## config.mk

```make
export PLATFORM = sky130hd
export DESIGN_NAME = stps_alu
export DESIGN_NICKNAME = d
export VERILOG_FILES = /design/src/design/stps_pkg.sv /design/src/design/stps_alu.sv
export SDC_FILE = /design/constraint.sdc
export NUM_CORES = 1
export LEC_CHECK = 0
export BUFFER_PORTS_ARGS = -buffer_cell sky130_fd_sc_hd__buf_2
export CAP_MARGIN = 15
export CORE_ASPECT_RATIO = 1.25
export CORE_MARGIN = 3
export CORE_UTILIZATION = 48
export DETAILED_ROUTE_END_ITERATION = 8
export PLACE_DENSITY = 0.84
export REMOVE_ABC_BUFFERS = 1
export SLEW_MARGIN = 25
export SYNTH_ARGS = -nofsm -noshare
export SYNTH_HDL_FRONTEND = slang
export SYNTH_SLANG_ARGS = --single-unit
```

## constraint.sdc

```tcl
create_clock -name vclk -period 4.7
set_input_delay 0.235 -clock vclk [all_inputs]
set_output_delay 0.235 -clock vclk [all_outputs]
set_load 0.01 [all_outputs]
```

## src/design/stps_pkg.sv

```systemverilog
// ----------------------------------------------------------------------------
// stps_pkg: shared types and constants of the sum tree priority sampler
// Field widths, action codes, sequencer states and shared unit op codes.
// ----------------------------------------------------------------------------
package stps_pkg;

  localparam int SLOT_W = 10;
  localparam int PRI_W  = 32;
  localparam int SUM_W  = 48;
  localparam int QSAT_W = 17;

  localparam logic [QSAT_W-1:0] Q_ONE     = 17'h10000;
  localparam logic [SLOT_W-1:0] CAP_RESET = 10'd1023;

  localparam logic [1:0] ACT_ADD    = 2'd0;
  localparam logic [1:0] ACT_UPDATE = 2'd1;
  localparam logic [1:0] ACT_GET    = 2'd2;
  localparam logic [1:0] ACT_FIND   = 2'd3;

  typedef enum logic [2:0] {
    S_CLEAR,
    S_IDLE,
    S_NORM,
    S_UP,
    S_GET,
    S_DOWN,
    S_LEAF,
    S_EMIT
  } state_t;

  typedef enum logic {
    ALU_ADD,
    ALU_SUB
  } alu_op_t;

endpackage

```

## src/design/stps_alu.sv

```systemverilog
// ----------------------------------------------------------------------------
// stps_alu: shared 48-bit add/subtract unit
// Used for leaf deltas, ancestor sums, the normalize sum and the descent
// compare; borrow and zero give the a <= b test on subtract.
// ----------------------------------------------------------------------------
module stps_alu (
  input  logic [stps_pkg::SUM_W-1:0] a,
  input  logic [stps_pkg::SUM_W-1:0] b,
  input  stps_pkg::alu_op_t          op,
  output logic [stps_pkg::SUM_W-1:0] res,
  output logic                       borrow,
  output logic                       zero
);

  logic [stps_pkg::SUM_W:0] full;

  always_comb begin
    case (op)
      stps_pkg::ALU_SUB: full = {1'b0, a} - {1'b0, b};
      default:           full = {1'b0, a} + {1'b0, b};
    endcase
  end

  assign res    = full[stps_pkg::SUM_W-1:0];
  assign borrow = (op == stps_pkg::ALU_SUB) && full[stps_pkg::SUM_W];
  assign zero   = (res == '0);

endmodule

```

==> results.ini, run 1 <==
[yosys]
synth_cell_types=75
yosys_warnings=0
syn-cell-area_sq_mm=0.00417
syn-mean-instance-area_sq_um=6.61
synthCells=631
ys_seq_area_share_pct=0

[global_routing]
grt_usage_pct=62.0
grt_overflow=4
grt_max_degree=17

[die]
die_y_microns=110
ios=147
die_width_microns=89.4
initial_core_util_pct=50.1
rows=37

[outcome]
error_line=[ERROR GRT-0232] Routing congestion too high. Check the congestion heatmap in the GUI.
failing_step=5_1_grt
status=aborted with a tool error

[cts]
cts_hold_buf=0

[placed_design]
hpwl_mm=16.2
portBuffers=147
gp_congestion=1.04

[timing]
worst-ep-kind=top-level output
grt_worst_setup_endpoint=zero

## what timing repair did
| action | 4_1_cts |
|---|---|
| setup endpoints to repair | 8 |
| resized for setup | 34 |
| setup buffers | 8 |
| pin swaps | 20 |
## metal layers
| metal | track usage, % | GRT overflow |
|---|---|---|
| met5 | 16.5 | 0 |
| met4 | 58.7 | 1 |
| met3 | 48.0 | 0 |
| met2 | 81.6 | 3 |
| met1 | 58.8 | 0 |
## Yosys cell counts, drive strengths merged (4+ instances only)
| master | instances | area (sq um) |
|---|---|---|
| a21oi | 78 | 413 |
| nor2 | 74 | 280 |
| xnor2 | 65 | 569 |
| nand2 | 54 | 203 |
| ha | 50 | 626 |
| o21ai | 39 | 199 |
| inv | 30 | 113 |
| nor3 | 24 | 120 |
| xor2 | 19 | 166 |
| nor4 | 15 | 100 |
| a21o | 13 | 97.6 |
| and3 | 12 | 75.1 |
| clkbuf | 12 | 45.0 |
| a31oi | 11 | 83.8 |
| nand3 | 10 | 55.1 |
| nand4 | 10 | 68.8 |
| and2 | 9 | 58.8 |
| o211ai | 8 | 60.1 |
| o21a | 8 | 60.1 |
| nand2b | 7 | 43.8 |
| or3 | 7 | 43.8 |
| a211oi | 6 | 55.1 |
| or4 | 6 | 45.0 |
| and4 | 4 | 37.5 |
| buf | 4 | 26.3 |
| nor2b | 4 | 25.0 |
## logic make-up after synthesis
| logic type | Yosys count | share of synthesized area [%] |
|---|---|---|
| fa+ha+maj | 51 | 15.5 |
| simple gates | 246 | 29.6 |
| compound gates | 202 | 32.4 |
| buf+inv | 46 | 4.41 |
| xor+xnor | 84 | 17.6 |
| mux | 2 | 0.480 |
## through the flow
step	worst slack (ns)	instances	area, sq um	util, %
after floorplan	-0.201	615	4100	-
after global placement	-0.645	1073	6570	78.8
after detailed placement	-1.02	1073	6570	78.8
after CTS	-0.610	1080	6760	81.1
==> run 2: changes to the inputs <==
CORE_ASPECT_RATIO = default   (was 1.25)
CORE_UTILIZATION = 35   (was 48)
PLACE_DENSITY = default   (was 0.84)
PLACE_DENSITY_LB_ADDON = 0.15   (was default)
clock period = 6.1 ns   (was 4.7 ns; I/O delays follow)
==> run 2 against run 1 <==
Against the previous run:
- the flow now finishes without violations
- synthesized cell count stayed put
- area after synthesis stayed put
==> results.ini, run 2 <==
[outcome]
status=finished, final reports clean

[pwr]
p_per_area_mw_per_mm2=169
vdd_drop_max_mv=0.101
internal-power_mw=0.345
total_power_mw=0.874
power.leakage_nw=2.34
p_switching_mw=0.528
combPwrFrac_pct=100.0
swShare_pct=60.5
p_seq_share_pct=0
pwr-share-clk_pct=0

[timing]
fmax_mhz=174
final_max_slew_viol_count=0
min_period_ns=5.74
setup_viol=0
timing.final.crit_share_pct=94.1
slew_headroom_pct=57.2
hold_viol_final=0
worst_pin_slew_ns=0.636

[placed_design]
hpwl_mm=14.0  ; -14%
portBuffers=147  ; unchanged
dp_cells=912  ; -15%
gp_congestion=0.977  ; -6.2%

[yosys]
yosys_warnings=0  ; unchanged
synth_cell_types=75  ; unchanged
synthCells=631  ; unchanged
syn-mean-instance-area_sq_um=6.61  ; unchanged
yosysMostFrequentCell=nor2_1
yosysTopAreaCell=ha_1
yosys-top-cells-area=ha_1 15%, xnor2_1 14%, a21oi_1 8.6%
ys_seq_area_share_pct=0  ; unchanged
synth_common_cells=73 x nor2_1, 72 x a21oi_1, 65 x xnor2_1
syn-cell-area_sq_mm=0.00417  ; unchanged
synth_top_area_share_pct=15.0  ; unchanged

[die]
initial_core_util_pct=36.2  ; -14 points
die-area_sq_mm=0.0133
core_sq_mm=0.0115
die_width_microns=115  ; +29%
die_y_microns=115  ; +4.5%
rows=39  ; +5.4%
ios=147  ; unchanged

[worst_setup_path]
crit_required_ns=5.79
arrival_ns=5.43
end_kind=primary output
crit_path_max_fanout=7
startpoint_type=input port
cp-startpoint=b[5]
critPathKind=input port to primary output

[flow_run]
max-cap-violations=0

[cells_and_area]
drive_gt1_share_pct=24.8
num-clock-buffers=0
utilization_pct=44.8
mostFrequentLayoutCells=147 x buf_2, 72 x a21oi_1, 71 x nor2_1, 65 x xnor2_1, 54 x nand2_1
area_delta_synth_final_pct=23.7
multi_input_area_sq_mm=0.00407
final_common_cell=buf_2
final-instance-count-excl-fill=915
seqCellArea_sq_um=0
num-fill-cells=1258
design.seq.count=0
nets=920

[drt]
routed_wl_mm=15.9
wl_met3_mm=1.12
drc_errors=0
avgRoutedWirePerCell_microns=17.3
drt-met1-wl_mm=7.12
dr_wl_met2_mm=7.19
drt-initial-drc-count=296
top_layer_used=met5
drtAntennaViolNets=0
viasPerCell=5.69
dr_total_vias=5207
firstDrtPassIters=5

[global_routing]
antenna_found_initial=3
grt_max_degree=25
grt_pass1_vias=4865
grt_usage_pct=22.4
grt_overflow=0
grt_pass1_wl_mm=24.2

[cts]
cts_hold_buf=0  ; unchanged

[hold_path]
worstHoldStart=b[0]
hold_path.class=input port to primary output

==> run 2: critical path, stage by stage <==
cell and delay, ns:
buf_2 0.12, or3_1 0.43, nor4_2 0.25, nand3_1 0.15
nor4_1 0.19, buf_4 0.18, a21oi_1 0.08, xnor2_1 0.20
ha_1 0.46, nand2_1 0.15, nor2_1 0.14, o21ai_1 0.10
a211oi_1 0.50, a21oi_2 0.14, xnor2_1 0.18, or4_1 0.51
nor4_1 0.33, nand4_1 0.18, or4_1 0.54, nor4_2 0.14
buf_2 0.16
==> run 2: layout make-up <==
class                           count  area share, %
Multi-Input combinational cell    585           78.8
Timing Repair Buffer              155           15.4
Tap cell                          143           3.46
Inverter                           30           2.18
Antenna cell                        2         0.0969
==> run 2: stage by stage <==
step | TNS [ns] | hold slack, ns | cell area (sq um) | setup slack, ns
global placement | -0.0804 | 1.02 | 5070 | -0.0804
floorplan | 0 | 0.714 | 4100 | 1.06
global route | -0.0590 | 1.07 | 5160 | -0.0590
detailed placement | -0.150 | 1.03 | 5070 | -0.150
CTS | 0 | 1.03 | 5070 | 0.0118
finish | 0 | 1.02 | 5160 | 0.361
==> run 2: power by group through the flow <==
stage	Clock [mW]	Combinational [mW]	Sequential [mW]
finish	0.0000000439	0.874	0
global route	0	0.958	0
CTS	0	0.856	0
detailed placement	0	0.851	0
global placement	0	0.855	0
floorplan	0	0.555	0
==> run 2: path summary, 6_finish.rpt <==
path              slack [ns]  cells after the start  endpoint
hold / removal          1.02                      4    res[0]
setup / recovery        0.36                     21      zero
==> run 2: repair_timing <==
item | 4_1_cts | 5_1_grt
pin swaps | 0 | 4
buffers inserted | 0 | 1
resized for setup | 1 | 20
cloned | 0 | 0
endpoints found under the hold margin | 0 | 0
endpoints found under the setup margin | 1 | 1
==> run 2: cell families after synthesis <==
logic type      after synthesis  synth area share (%)
compound gates              202                  32.4
buf+inv                      46                  4.41
xor+xnor                     84                  17.6
fa+ha+maj                    51                  15.5
simple gates                246                  29.6
mux                           2                 0.480
==> run 2: routing by layer <==
metal / up-vias / global-route usage [%]
met5: - / 0
met3: 26 / 2.84
met2: 209 / 37.3
met1: 2345 / 30.8
li1: 2621 / -
met4: 6 / 4.93
(Power assumes the default switching activity.)
